--- src/rtl/ultrasonic_echo_ranger_avg_defines.svh ---
// assertion macros shared by the ranger rtl
`ifndef ULTRASONIC_ECHO_RANGER_AVG_DEFINES_SVH
`define ULTRASONIC_ECHO_RANGER_AVG_DEFINES_SVH
`ifndef SYNTHESIS
`define UERA_ASSERT(lbl, clk, rst, prop) \
  lbl: assert property (@(posedge clk) disable iff (rst) prop) \
    else $error("uera assertion failed");
`define UERA_ASSERT_ALWAYS(lbl, clk, prop) \
  lbl: assert property (@(posedge clk) prop) \
    else $error("uera assertion failed");
`else
`define UERA_ASSERT(lbl, clk, rst, prop)
`define UERA_ASSERT_ALWAYS(lbl, clk, prop)
`endif
`endif

--- src/rtl/uera_pkg.sv ---
package uera_pkg;

  localparam int AVG_COUNT_DEF  = 10;
  localparam int TIMER_BITS_DEF = 16;

  localparam int CFG_IDX_W = 3;
  localparam int LEN_W     = 16;
  localparam int SCALE_W   = 20;
  localparam int DIST_W    = 18;
  localparam int SUM_W     = 22;
  localparam int RND_BITS  = 16;

  localparam logic [DIST_W-1:0] DIST_MAX = '1;

  typedef enum logic [CFG_IDX_W-1:0] {
    REG_TRIG_LOW  = 3'd0,
    REG_TRIG_HIGH = 3'd1,
    REG_LISTEN    = 3'd2,
    REG_LED_ON    = 3'd3,
    REG_LED_OFF   = 3'd4,
    REG_SCALE     = 3'd5
  } cfg_reg_t;

  typedef struct packed {
    logic [LEN_W-1:0]   trigger_low_us;
    logic [LEN_W-1:0]   trigger_high_us;
    logic [LEN_W-1:0]   listen_timeout_us;
    logic [LEN_W-1:0]   led_on_us;
    logic [LEN_W-1:0]   led_off_us;
    logic [SCALE_W-1:0] scale_q24;
  } cfg_t;

  localparam cfg_t CFG_RESET = '{
    trigger_low_us:    16'd2000,
    trigger_high_us:   16'd3000,
    listen_timeout_us: 16'd30000,
    led_on_us:         16'd10000,
    led_off_us:        16'd10000,
    scale_q24:         20'd287729
  };

  typedef struct packed {
    logic trigger_level;
    logic led_level;
    logic measure_done;
    logic no_echo;
  } flags_t;

endpackage

--- src/rtl/uera_cfg.sv ---
module uera_cfg (
  input  logic                           clk,
  input  logic                           rst,
  input  logic                           cfg_valid,
  output logic                           cfg_ready,
  input  logic [uera_pkg::CFG_IDX_W-1:0] cfg_index,
  input  logic [uera_pkg::SCALE_W-1:0]   cfg_data,
  output uera_pkg::cfg_t                 regs
);
  import uera_pkg::*;

  assign cfg_ready = 1'b1;

  always_ff @(posedge clk) begin
    if (rst) begin
      regs <= CFG_RESET;
    end else if (cfg_valid && cfg_ready) begin
      case (cfg_reg_t'(cfg_index))
        REG_TRIG_LOW:  regs.trigger_low_us    <= cfg_data[LEN_W-1:0];
        REG_TRIG_HIGH: regs.trigger_high_us   <= cfg_data[LEN_W-1:0];
        REG_LISTEN:    regs.listen_timeout_us <= cfg_data[LEN_W-1:0];
        REG_LED_ON:    regs.led_on_us         <= cfg_data[LEN_W-1:0];
        REG_LED_OFF:   regs.led_off_us        <= cfg_data[LEN_W-1:0];
        REG_SCALE:     regs.scale_q24         <= cfg_data;
        default:       regs                   <= regs;
      endcase
    end
  end

endmodule

--- src/rtl/uera_seq.sv ---
`include "ultrasonic_echo_ranger_avg_defines.svh"

module uera_seq #(
  parameter int TIMER_BITS = uera_pkg::TIMER_BITS_DEF
) (
  input  logic                  clk,
  input  logic                  rst,
  input  logic                  in_valid,
  output logic                  in_ready,
  input  logic                  echo_level,
  input  uera_pkg::cfg_t        regs,
  output logic                  out_valid,
  input  logic                  out_ready,
  output uera_pkg::flags_t      flags,
  output logic [TIMER_BITS-1:0] pulse
);
  import uera_pkg::*;

  typedef enum logic [2:0] {
    PH_LED_ON    = 3'd0,
    PH_LED_OFF   = 3'd1,
    PH_TRIG_LOW  = 3'd2,
    PH_TRIG_HIGH = 3'd3,
    PH_WAIT      = 3'd4,
    PH_PULSE     = 3'd5
  } phase_t;

  localparam int LW = (TIMER_BITS > LEN_W) ? TIMER_BITS : LEN_W;
  localparam logic [TIMER_BITS-1:0] TMAX = '1;

  function automatic logic [TIMER_BITS-1:0] clamp_len(input logic [LEN_W-1:0] v);
    logic [LW-1:0] w;
    w = LW'(v);
    if (w > LW'(TMAX)) begin
      clamp_len = TMAX;
    end else begin
      clamp_len = TIMER_BITS'(w);
    end
  endfunction

  phase_t                phase, phase_next;
  logic [TIMER_BITS-1:0] phase_ticks, phase_ticks_next;
  logic [TIMER_BITS-1:0] pulse_ticks, pulse_ticks_next;
  flags_t                flags_next;
  logic [TIMER_BITS-1:0] pulse_next;

  phase_t                ph_s;
  logic [TIMER_BITS-1:0] ticks_s, pulse_s, cur_len;
  logic [TIMER_BITS-1:0] len_on, len_off, len_lo, len_hi, len_ls;
  logic                  last, accept;

  assign len_on  = clamp_len(regs.led_on_us);
  assign len_off = clamp_len(regs.led_off_us);
  assign len_lo  = clamp_len(regs.trigger_low_us);
  assign len_hi  = clamp_len(regs.trigger_high_us);
  assign len_ls  = clamp_len(regs.listen_timeout_us);

  assign in_ready = !out_valid || out_ready;
  assign accept   = in_valid && in_ready;

  always_comb begin
    ph_s    = phase;
    ticks_s = phase_ticks;
    pulse_s = pulse_ticks;
    if (!(phase inside {PH_LED_ON, PH_LED_OFF, PH_TRIG_LOW, PH_TRIG_HIGH, PH_WAIT,
                        PH_PULSE})) begin
      ph_s    = PH_LED_ON;
      ticks_s = '0;
      pulse_s = '0;
    end
    // zero-length led and trigger phases take no tick
    if (ph_s == PH_LED_ON && len_on == '0) begin
      ph_s    = PH_LED_OFF;
      ticks_s = '0;
    end
    if (ph_s == PH_LED_OFF && len_off == '0) begin
      ph_s    = PH_TRIG_LOW;
      ticks_s = '0;
    end
    if (ph_s == PH_TRIG_LOW && len_lo == '0) begin
      ph_s    = PH_TRIG_HIGH;
      ticks_s = '0;
    end
    if (ph_s == PH_TRIG_HIGH && len_hi == '0) begin
      ph_s    = PH_WAIT;
      ticks_s = '0;
    end

    case (ph_s)
      PH_LED_ON:    cur_len = len_on;
      PH_LED_OFF:   cur_len = len_off;
      PH_TRIG_LOW:  cur_len = len_lo;
      PH_TRIG_HIGH: cur_len = len_hi;
      default:      cur_len = len_ls;
    endcase
    last = ((TIMER_BITS+1)'(ticks_s) + 1'b1) >= (TIMER_BITS+1)'(cur_len);

    phase_next       = ph_s;
    phase_ticks_next = ticks_s + 1'b1;
    pulse_ticks_next = pulse_s;
    pulse_next       = pulse_s;
    flags_next       = '0;

    case (ph_s)
      PH_LED_ON: begin
        flags_next.led_level = 1'b1;
        if (last) begin
          phase_next = PH_LED_OFF;
        end
      end
      PH_LED_OFF: begin
        if (last) begin
          phase_next = PH_TRIG_LOW;
        end
      end
      PH_TRIG_LOW: begin
        if (last) begin
          phase_next = PH_TRIG_HIGH;
        end
      end
      PH_TRIG_HIGH: begin
        flags_next.trigger_level = 1'b1;
        if (last) begin
          phase_next = PH_WAIT;
        end
      end
      PH_WAIT: begin
        if (last) begin
          flags_next.measure_done = 1'b1;
          flags_next.no_echo      = 1'b1;
        end else if (echo_level) begin
          phase_next       = PH_PULSE;
          pulse_ticks_next = TIMER_BITS'(1);
        end
      end
      PH_PULSE: begin
        if (!echo_level) begin
          flags_next.measure_done = 1'b1;
        end else if (last) begin
          flags_next.measure_done = 1'b1;
          flags_next.no_echo      = 1'b1;
        end else if (pulse_s != TMAX) begin
          pulse_ticks_next = pulse_s + 1'b1;
        end
      end
      default: begin
        phase_next = PH_LED_ON;
      end
    endcase

    if (ph_s != PH_WAIT && ph_s != PH_PULSE && last) begin
      phase_ticks_next = '0;
      pulse_ticks_next = '0;
    end
    if (flags_next.measure_done) begin
      phase_next       = PH_LED_ON;
      phase_ticks_next = '0;
      pulse_ticks_next = '0;
    end
  end

  always_ff @(posedge clk) begin
    if (rst) begin
      phase       <= PH_LED_ON;
      phase_ticks <= '0;
      pulse_ticks <= '0;
      out_valid   <= 1'b0;
    end else begin
      if (accept) begin
        phase       <= phase_next;
        phase_ticks <= phase_ticks_next;
        pulse_ticks <= pulse_ticks_next;
        flags       <= flags_next;
        pulse       <= pulse_next;
        out_valid   <= 1'b1;
      end else if (out_ready) begin
        out_valid   <= 1'b0;
      end
    end
  end

  `UERA_ASSERT(a_finish_restarts, clk, rst, accept && flags_next.measure_done |=> phase == PH_LED_ON && phase_ticks == '0 && pulse_ticks == '0)
  `UERA_ASSERT(a_pulse_counted, clk, rst, phase == PH_PULSE |-> pulse_ticks != '0)
  `UERA_ASSERT(a_no_echo_done, clk, rst, out_valid && flags.no_echo |-> flags.measure_done)

endmodule

--- src/rtl/uera_dist.sv ---
`include "ultrasonic_echo_ranger_avg_defines.svh"

module uera_dist #(
  parameter int TIMER_BITS = uera_pkg::TIMER_BITS_DEF,
  parameter int AVG_COUNT  = uera_pkg::AVG_COUNT_DEF
) (
  input  logic                         clk,
  input  logic                         rst,
  input  logic                         in_valid,
  output logic                         in_ready,
  input  uera_pkg::flags_t             flags_in,
  input  logic [TIMER_BITS-1:0]        pulse,
  input  logic [uera_pkg::SCALE_W-1:0] scale,
  output logic                         out_valid,
  input  logic                         out_ready,
  output uera_pkg::flags_t             flags_out,
  output logic [uera_pkg::DIST_W-1:0]  distance,
  output logic                         avg_load,
  output logic [uera_pkg::SUM_W-1:0]   avg_sum
);
  import uera_pkg::*;

  localparam int PW    = TIMER_BITS + SCALE_W;
  localparam int QW    = PW + 1 - RND_BITS;
  localparam int XW    = QW + DIST_W;
  localparam int CNT_W = $clog2(AVG_COUNT + 1);

  // product stage
  logic          b_valid, b_ready;
  flags_t        b_flags;
  logic [PW-1:0] b_prod;

  // accumulate stage
  logic              c_ready, c_load;
  logic [PW:0]       rnd;
  logic [XW-1:0]     qx;
  logic [DIST_W-1:0] d;
  logic              ok;
  logic [SUM_W-1:0]  distance_sum, sum_total;
  logic [CNT_W-1:0]  sample_count, cnt_inc;
  logic              wrap;

  assign c_ready  = !out_valid || out_ready;
  assign b_ready  = !b_valid || c_ready;
  assign in_ready = b_ready;
  assign c_load   = b_valid && c_ready;

  always_ff @(posedge clk) begin
    if (rst) begin
      b_valid <= 1'b0;
    end else if (in_valid && b_ready) begin
      b_valid <= 1'b1;
      b_flags <= flags_in;
      b_prod  <= PW'(pulse) * PW'(scale);
    end else if (c_ready) begin
      b_valid <= 1'b0;
    end
  end

  always_comb begin
    rnd       = (PW+1)'(b_prod) + (PW+1)'(1 << (RND_BITS - 1));
    qx        = XW'(rnd[PW:RND_BITS]);
    ok        = b_flags.measure_done && !b_flags.no_echo;
    if (!ok) begin
      d = '0;
    end else if (qx > XW'(DIST_MAX)) begin
      d = DIST_MAX;
    end else begin
      d = qx[DIST_W-1:0];
    end
    sum_total = distance_sum + SUM_W'(d);
    cnt_inc   = sample_count + 1'b1;
    wrap      = cnt_inc >= CNT_W'(AVG_COUNT);
  end

  always_ff @(posedge clk) begin
    if (rst) begin
      out_valid    <= 1'b0;
      distance     <= '0;
      distance_sum <= '0;
      sample_count <= '0;
    end else begin
      if (c_load) begin
        out_valid <= 1'b1;
        flags_out <= b_flags;
        avg_load  <= 1'b0;
        avg_sum   <= sum_total;
        if (b_flags.measure_done) begin
          distance <= d;
          if (wrap) begin
            avg_load     <= 1'b1;
            distance_sum <= '0;
            sample_count <= '0;
          end else begin
            distance_sum <= sum_total;
            sample_count <= cnt_inc;
          end
        end
      end else if (out_ready) begin
        out_valid <= 1'b0;
      end
    end
  end

  `UERA_ASSERT(a_count_range, clk, rst, sample_count < CNT_W'(AVG_COUNT))

endmodule

--- src/rtl/uera_avg.sv ---
module uera_avg #(
  parameter int AVG_COUNT = uera_pkg::AVG_COUNT_DEF
) (
  input  logic                        clk,
  input  logic                        rst,
  input  logic                        in_valid,
  output logic                        in_ready,
  input  uera_pkg::flags_t            flags_in,
  input  logic [uera_pkg::DIST_W-1:0] distance_in,
  input  logic                        avg_load,
  input  logic [uera_pkg::SUM_W-1:0]  avg_sum,
  output logic                        out_valid,
  input  logic                        out_ready,
  output logic                        trigger_level,
  output logic                        led_level,
  output logic                        measure_done,
  output logic                        no_echo,
  output logic [uera_pkg::DIST_W-1:0] distance_q8,
  output logic [uera_pkg::DIST_W-1:0] average_q8
);
  import uera_pkg::*;

  // divide by the block size as multiply by rounded-up reciprocal
  localparam int AVG_SHIFT = SUM_W + $clog2(AVG_COUNT);
  localparam int MW        = SUM_W + 1;
  localparam int PRW       = SUM_W + MW;
  localparam logic [MW-1:0] AVG_RECIP =
    MW'(((64'd1 << AVG_SHIFT) + 64'(AVG_COUNT) - 64'd1) / 64'(AVG_COUNT));

  flags_t           flags_q;
  logic [PRW-1:0]   avg_prod;
  logic             load;

  assign in_ready = !out_valid || out_ready;
  assign load     = in_valid && in_ready;
  assign avg_prod = PRW'(avg_sum) * PRW'(AVG_RECIP);

  always_ff @(posedge clk) begin
    if (rst) begin
      out_valid  <= 1'b0;
      average_q8 <= '0;
    end else begin
      if (load) begin
        out_valid   <= 1'b1;
        flags_q     <= flags_in;
        distance_q8 <= distance_in;
        if (avg_load) begin
          average_q8 <= avg_prod[AVG_SHIFT+DIST_W-1:AVG_SHIFT];
        end
      end else if (out_ready) begin
        out_valid <= 1'b0;
      end
    end
  end

  assign trigger_level = flags_q.trigger_level;
  assign led_level     = flags_q.led_level;
  assign measure_done  = flags_q.measure_done;
  assign no_echo       = flags_q.no_echo;

endmodule

--- src/rtl/ultrasonic_echo_ranger_avg.sv ---
// channel  handshake            payload
// in       in_valid/in_ready    echo_level
// out      out_valid/out_ready  trigger_level led_level measure_done no_echo
//                               distance_q8 average_q8
// cfg      cfg_valid/cfg_ready  cfg_index cfg_data
//
// one word in and one word out per cycle while out_ready is high, each result passes four register stages
// stages: phase sequencer, pulse times scale multiply, round and accumulate, average divide
// rst clears sequencer, sums and averages and loads default register values
// each stage holds its word while the next is full; in_ready drops only when all four are full
// cfg_ready is always high
module ultrasonic_echo_ranger_avg #(
  parameter int AVG_COUNT  = uera_pkg::AVG_COUNT_DEF,
  parameter int TIMER_BITS = uera_pkg::TIMER_BITS_DEF
) (
  input  logic                           clk,
  input  logic                           rst,
  input  logic                           in_valid,
  output logic                           in_ready,
  input  logic                           echo_level,
  output logic                           out_valid,
  input  logic                           out_ready,
  output logic                           trigger_level,
  output logic                           led_level,
  output logic                           measure_done,
  output logic                           no_echo,
  output logic [uera_pkg::DIST_W-1:0]    distance_q8,
  output logic [uera_pkg::DIST_W-1:0]    average_q8,
  input  logic                           cfg_valid,
  output logic                           cfg_ready,
  input  logic [uera_pkg::CFG_IDX_W-1:0] cfg_index,
  input  logic [uera_pkg::SCALE_W-1:0]   cfg_data
);
  import uera_pkg::*;

  cfg_t                  regs;

  logic                  seq_valid, seq_ready;
  flags_t                seq_flags;
  logic [TIMER_BITS-1:0] seq_pulse;

  logic                  dist_valid, dist_ready;
  flags_t                dist_flags;
  logic [DIST_W-1:0]     dist_value;
  logic                  dist_avg_load;
  logic [SUM_W-1:0]      dist_avg_sum;

  uera_cfg u_cfg (
    .clk       (clk),
    .rst       (rst),
    .cfg_valid (cfg_valid),
    .cfg_ready (cfg_ready),
    .cfg_index (cfg_index),
    .cfg_data  (cfg_data),
    .regs      (regs)
  );

  uera_seq #(
    .TIMER_BITS (TIMER_BITS)
  ) u_seq (
    .clk        (clk),
    .rst        (rst),
    .in_valid   (in_valid),
    .in_ready   (in_ready),
    .echo_level (echo_level),
    .regs       (regs),
    .out_valid  (seq_valid),
    .out_ready  (seq_ready),
    .flags      (seq_flags),
    .pulse      (seq_pulse)
  );

  uera_dist #(
    .TIMER_BITS (TIMER_BITS),
    .AVG_COUNT  (AVG_COUNT)
  ) u_dist (
    .clk       (clk),
    .rst       (rst),
    .in_valid  (seq_valid),
    .in_ready  (seq_ready),
    .flags_in  (seq_flags),
    .pulse     (seq_pulse),
    .scale     (regs.scale_q24),
    .out_valid (dist_valid),
    .out_ready (dist_ready),
    .flags_out (dist_flags),
    .distance  (dist_value),
    .avg_load  (dist_avg_load),
    .avg_sum   (dist_avg_sum)
  );

  uera_avg #(
    .AVG_COUNT (AVG_COUNT)
  ) u_avg (
    .clk           (clk),
    .rst           (rst),
    .in_valid      (dist_valid),
    .in_ready      (dist_ready),
    .flags_in      (dist_flags),
    .distance_in   (dist_value),
    .avg_load      (dist_avg_load),
    .avg_sum       (dist_avg_sum),
    .out_valid     (out_valid),
    .out_ready     (out_ready),
    .trigger_level (trigger_level),
    .led_level     (led_level),
    .measure_done  (measure_done),
    .no_echo       (no_echo),
    .distance_q8   (distance_q8),
    .average_q8    (average_q8)
  );

endmodule

--- config.mk ---
export PLATFORM = sky130hd
export DESIGN_NAME = ultrasonic_echo_ranger_avg
export DESIGN_NICKNAME = d
export VERILOG_FILES = /design/src/rtl/uera_pkg.sv /design/src/rtl/uera_cfg.sv /design/src/rtl/uera_seq.sv /design/src/rtl/uera_dist.sv /design/src/rtl/uera_avg.sv /design/src/rtl/ultrasonic_echo_ranger_avg.sv
export VERILOG_INCLUDE_DIRS = /design/src /design/src/rtl
export SDC_FILE = /design/constraint.sdc
export NUM_CORES = 2
export LEC_CHECK = 0
export BUFFER_PORTS_ARGS = -buffer_cell sky130_fd_sc_hd__buf_2
export CAP_MARGIN = 10
export CELL_PAD_IN_SITES_DETAIL_PLACEMENT = 0
export CELL_PAD_IN_SITES_GLOBAL_PLACEMENT = 2
export CORE_MARGIN = 1
export CORE_UTILIZATION = 42
export DETAILED_ROUTE_END_ITERATION = 6
export MAX_ROUTING_LAYER = met4
export PLACE_DENSITY_LB_ADDON = 0.1
export SLEW_MARGIN = 20
export SYNTH_ARGS = -nofsm -noshare
export SYNTH_HDL_FRONTEND = slang
export SYNTH_HIERARCHICAL = 1
export SYNTH_SLANG_ARGS = --single-unit
export TNS_END_PERCENT = 100
--- constraint.sdc ---
create_clock -name clk -period 8.71 [get_ports clk]
set_input_delay 0.4355 -clock clk [delete_from_list [all_inputs] [get_ports clk]]
set_output_delay 0.4355 -clock clk [all_outputs]
set_load 0.01 [all_outputs]
# Word level (Yosys, flattened, before mapping)
# Index checks and enable logic that the tools add are counted.
# classes
addsub	6
mul	2
n_div	0
magnitude_cmp	8
n_eq_ne	21
shift	0
muxes	54
bitwise_logic	1
reduce_logical	45
# ops
op	count
two-way mux 16 bit	20
> comparator 16 bit, second input constant	5
zero test 16 bit	4
one-hot mux 16 bit (4 select lines)	1
multiplier 22 x 23 -> 44 bit, second input constant	1
adder 36 x 16 -> 37 bit, second input constant	1
multiplier 16 x 20 -> 36 bit	1
two-way mux 18 bit	2
two-way mux 3 bit	12
adder 16 x 1 -> 16 bit, second input constant	2
one-hot mux 16 bit (2 select lines)	1
equality test 3 x 2 -> 1 bit, second input constant	8
AND reduction 2 bit	12
adder 22 x 18 -> 22 bit	1
two-way mux 22 bit	1
> comparator 21 x 18 -> 1 bit, second input constant	1
equality test 3 bit, second input constant	6
one-hot mux 3 bit (6 select lines)	1
adder 16 x 1 -> 17 bit, second input constant	1
greater-or-equal comparator 17 x 16 -> 1 bit	1
!= test 16 bit, second input constant	1
two-way mux 1 bit	13
equality test 3 x 1 -> 1 bit, second input constant	4
zero test 3 bit	4
other kinds (12)	33
# word_totals
register_bits	310
latchBits	0
ramBits	0
romBits	0
inputBits	29
out_inout_bits	43
word_cells	175
memories	0

# Depth between registers and ports, before layout
# logic_depth
ltp_word	23
mapped_depth	27
depth_no_buf	24

# By module
# The synthesis kept the hierarchy.
# by_module_without_submodules
mod	n_inst	cells_per_inst	area_per_inst_um2	seq_area_each_um2
uera_dist	1	1559	14418.8	2482.4
uera_avg	1	834	8423.1	1041.0
uera_seq	1	535	4380.5	1321.3
uera_cfg	1	373	3972.6	2001.9

# Worst setup path after synthesis
# OpenSTA, ideal clock, no wires.
# synth_timing
path_type	register -> register
from	register u_dist/avg_sum[5] (netlist bit)
to	register u_avg/average_q8[15] (netlist bit)
setup_ns	0.117
arrival_time_ns	6.107
path_slack_ns	2.486
path_stages_with_launch	23
period_less_slack_ns	6.224
cell_sequence	edfxtp_1 -> inv_1 -> ha_1 -> fa_1 -> inv_1 -> fa_1 -> fa_1 -> inv_1 -> fa_1 -> inv_1 -> fa_1 -> inv_1 -> fa_1 -> inv_1 -> ha_1 -> and3_2 -> nand3_1 -> o31ai_1 -> o311a_4 -> o21ai_2 -> a21oi_1 -> or3_1 -> a32o_1
# synth_between
elab_chain_len	1
# synth_lines
element	line_no	text
start: declaration	uera_dist.sv:19	output logic [uera_pkg::SUM_W-1:0] avg_sum
start signal: assignment	uera_dist.sv:87	avg_sum <= sum_total;
multiplier 22 x 23 -> 44 bit	uera_avg.sv:36	assign avg_prod = PRW'(avg_sum) * PRW'(AVG_RECIP);
end signal: assignment	uera_avg.sv:48	average_q8 <= avg_prod[AVG_SHIFT+DIST_W-1:AVG_SHIFT];
end: declaration	uera_avg.sv:19	output logic [uera_pkg::DIST_W-1:0] average_q8
# No other way between the ends.
# A chain may end at the register's enable or synchronous reset.

# Final worst setup path
# layout_timing
from	register u_dist/avg_sum[9] (netlist bit)
to	register u_avg/average_q8[12] (netlist bit)
# The elaborated chain is that of the path after synthesis.

==> metrics.md <==
| Metric | Value |
|---|---|
| Async set or reset register ratio after synthesis | `0` |
| Hold Vio Cnt, Final | `0` |
| Syn Area/Cell | `roughly 9.5 um2` |
| Seq pwr share | `0.242` |
| Max VDD drop | `around 0.14 mV` |
| Vias | `22,600` |
| Clock period minus worst slack | `between 7 and 8 ns` |
| Ys flop type | `dfxtp_1` |
| Crit-path cells | `ha_1 -> inv_1 -> fa_1 -> inv_1 -> fa_1 -> fa_1 -> inv_1 -> fa_1 -> inv_1 -> fa_1 -> inv_1 -> fa_1 -> inv_1 -> ha_1 -> a21oi_1 -> o21a_1 -> nand2_1 -> a2111oi_0 -> o21bai_1 -> a31oi_1 -> a211o_1 -> o211ai_1` |
| Unrepaired setup endpoints after global routing | `false` |
| Post_cts resized | `0` |
| Slew @ Worst Pin | `1.04 ns` |
| Ant diodes | `0` |
| Critical path data required time | `just over 9 ns` |
| Root buf cell | `clkbuf_16` |
| Drt wl/cell | `20.3 um` |
| Area grow syn2layout | `7.54%` |
| DRT met1 WL | `39,300 um` |
| Share of Yosys cell area claimed by the top area cell type | `0.252` |
| Initial Util | `0.426` |
| Hold WS | `around 0.14 ns` |
| Met3 Wirelength | `approximately 3100 um` |
| Clk_skew | `about 0.042 ns` |
| Clk_lat worst skew | `0.56 ns` |
| Violations in the final reports | `DRC` |
| Logic pwr share | `0.522` |
| Status | `complete, but fails checks` |
| Finish-stage setup viols | `0` |
| Sink Count | `295` |
| Largest cells by area after synthesis | `fa_1, dfxtp_1, ha_1, edfxtp_1, inv_1` |
| Inst Count DP | `4,213` |
| Internal | `~3.8 mW` |
| CTS Buffer Depth | `3` |
| Syn Nets | `4,039` |
| Setup TNS | `0 ns` |
| Die X | `275 um` |
| Largest net degree at the start of global routing | `between 90 and 100` |
| Drt first pass iters | `7` |
| Gpl congestion | `a little under 0.9` |
| LEAKAGE | `15.8 nW` |
| CTS tree | `yes` |
| CP Launch Type | `register` |
| Die area | `about 75,000 um2` |
| Sw Ratio | `0.423` |
| Die Ht | `275 um` |
| Metal2 WL | `about 43,000 um` |
| Initial antenna violation count | `0` |
| Post-DP HPWL | `a little under 70,000 um` |
| Buf/Inv on CP | `6` |
| Postcts setup bufs | `0` |
| Commonest cells in the netlist | `inv_1, fa_1, nand2_1` |
| Top delay family on crit path | `adder cells` |
| CP max FO | `4` |
| H-tree depth | `2` |
| Dominant cell type by area after synthesis | `fa_1` |
| Top sig layer | `met4` |
| Max_cap viols | `0` |
| Antenna Violating Nets Remaining | `0` |
| Hold Path Class | `input port to register` |
| Post-synthesis sequential element count | `about 300` |
| Final routed DRC violation total | `2` |
| CTS Buf Count | `36` |
| Final Slew Violations | `0` |
| Fmax | `135 MHz` |
| First-pass GRT wire length | `~140,000 um` |
| Gr ovfl total | `0` |
| NetSw | `between 2 and 3 mW` |
| Cts hold-fix bufs | `0` |
| Post-synth EDFFs | `94` |
| Slew HR | `0.287` |
| Gr usage total | `0.241` |
| Crit end category | `register` |
| Power share of the clock group | `0.236` |
| Yosys warns | `6` |
| Crit path kind | `register to register` |
| Seq/Total Area, Yosys | `0.219` |
| Boundary pin count | `slightly above 70` |
| Share of cells above drive strength 1 | `0.0633` |
| Vias in the first global route | `23,600` |
| Final nets | `between 4,000 and 5,000` |
| Post-route insts no fill | `about 4,300` |
| Distinct cells, synth | `100` |
| Post-Syn Area | `around 31,000 um2` |
| Leading cell type by number of instances after synthesis | `inv_1` |
| Final period util | `0.853` |
| Number of buffers added on ports | `70` |
| Arr. time, crit path | `between 7 and 8 ns` |
| Area after DPL | `around 32,000 um2` |
| Gate Count Post-Synth | `~3,300` |
| Post-Route WL | `87,000 um` |
| Vias per inst | `5.28` |
| Row cnt | `99` |
| DR iter-0 viols | `roughly 1,300` |
| Clock transition at the registers of the reported paths | `around 0.060 ns` |
| Worst path max stage delay | `around 0.9 ns` |
| Slowest-stage cell, CP | `a2111oi_0` |
| Power Dens Cells | `197 nW/um2` |
| Final Cell Area | `~34,000 um2` |
| Core region area | `around 73,000 um2` |
| Final core occ | `0.458` |
## per-stage QoR
step                      total power [mW]  setup slack (ns)
after global routing                  7.16              1.02
after CTS                             6.69              1.14
after global placement                5.07              1.26
final                                 6.59              1.28
after floorplan                       4.15              2.49
after detailed placement              5.09              1.17
## power groups by stage
stage	sequential [mW]	combinational, mW	clock (mW)
global route	1.61	3.90	1.65
detailed placement	1.63	3.46	0
finish	1.60	3.44	1.55
CTS	1.60	3.49	1.60
floorplan	1.59	2.55	0
global placement	1.63	3.45	0
## placed cells by master (no fill, tap or decap), types with 62 or more instances in the layout
cell	netlist	layout
mux2i_1	118	118
nor2_1	154	152
and2_1	160	160
nand2_1	325	325
nand2b_1	89	89
edfxtp_1	94	94
dfxtp_1	201	201
inv_1	526	526
ha_1	317	317
nand3_1	65	65
a21oi_1	154	153
o21ai_0	62	62
fa_1	392	392
buf_2	19	69
## sequential cells by signal (all words and copies together), names as in the netlist, 16 cells and up
name and cells:
u_avg/average_q8 18, u_avg/distance_q8 18, u_cfg/regs 100, u_dist/avg_sum 22, u_dist/b_prod 21, u_dist/distance 18, u_dist/distance_sum 22, u_seq/phase_ticks 16
u_seq/pulse 16, u_seq/pulse_ticks 16
## worst register-to-register path: cells and delay by family (launching register included)
| kind | cells | cell delay [ns] |
|---|---|---|
| compound gates | 7 | 2.42 |
| fa+ha+maj | 8 | 3.88 |
| flops | 1 | 0.49 |
| simple gates | 1 | 0.09 |
| buf+inv | 6 | 0.41 |
## cell families after synthesis
logic type / Yosys count / synth area share
xor gates and xnor gates: 83 / 0.0233
muxes: 119 / 0.0382
AOI/OAI and AO/OA: 445 / 0.0965
and+or+nand+nor: 983 / 0.160
DFF: 295 / 0.219
adders and majority gates: 709 / 0.379
other: 1 / 0.000120
buffers and inverters: 666 / 0.0833
## routing by layer
metal	GRT usage	vias to the layer above
met5	-	-
met4	0.0493	0
met3	0.0251	79
met2	0.411	393
met1	0.310	11300
li1	-	10800
## final timing paths
check	from	to	slack (ns)	cells after the start
max	u_dist/avg_sum[9]	u_avg/average_q8[12]	1.28	22
min	in_valid	u_seq/out_valid	0.14	3
max reg2reg	u_dist/avg_sum[9]	u_avg/average_q8[12]	1.28	22
min reg2reg	u_dist/flags_out[2]	u_avg/led_level	0.42	0
## cell type report
type                            count  area (um2)
Inverter                          526        1970
Sequential cell                   295        6850
Fill cell                        7055       39700
Multi-Input combinational cell   2340       21800
Tap cell                          959        1200
Timing Repair Buffer               93         529
Clock buffer                       54        1070
Clock inverter                     12         153
Power figures use the tool's default switching activity.
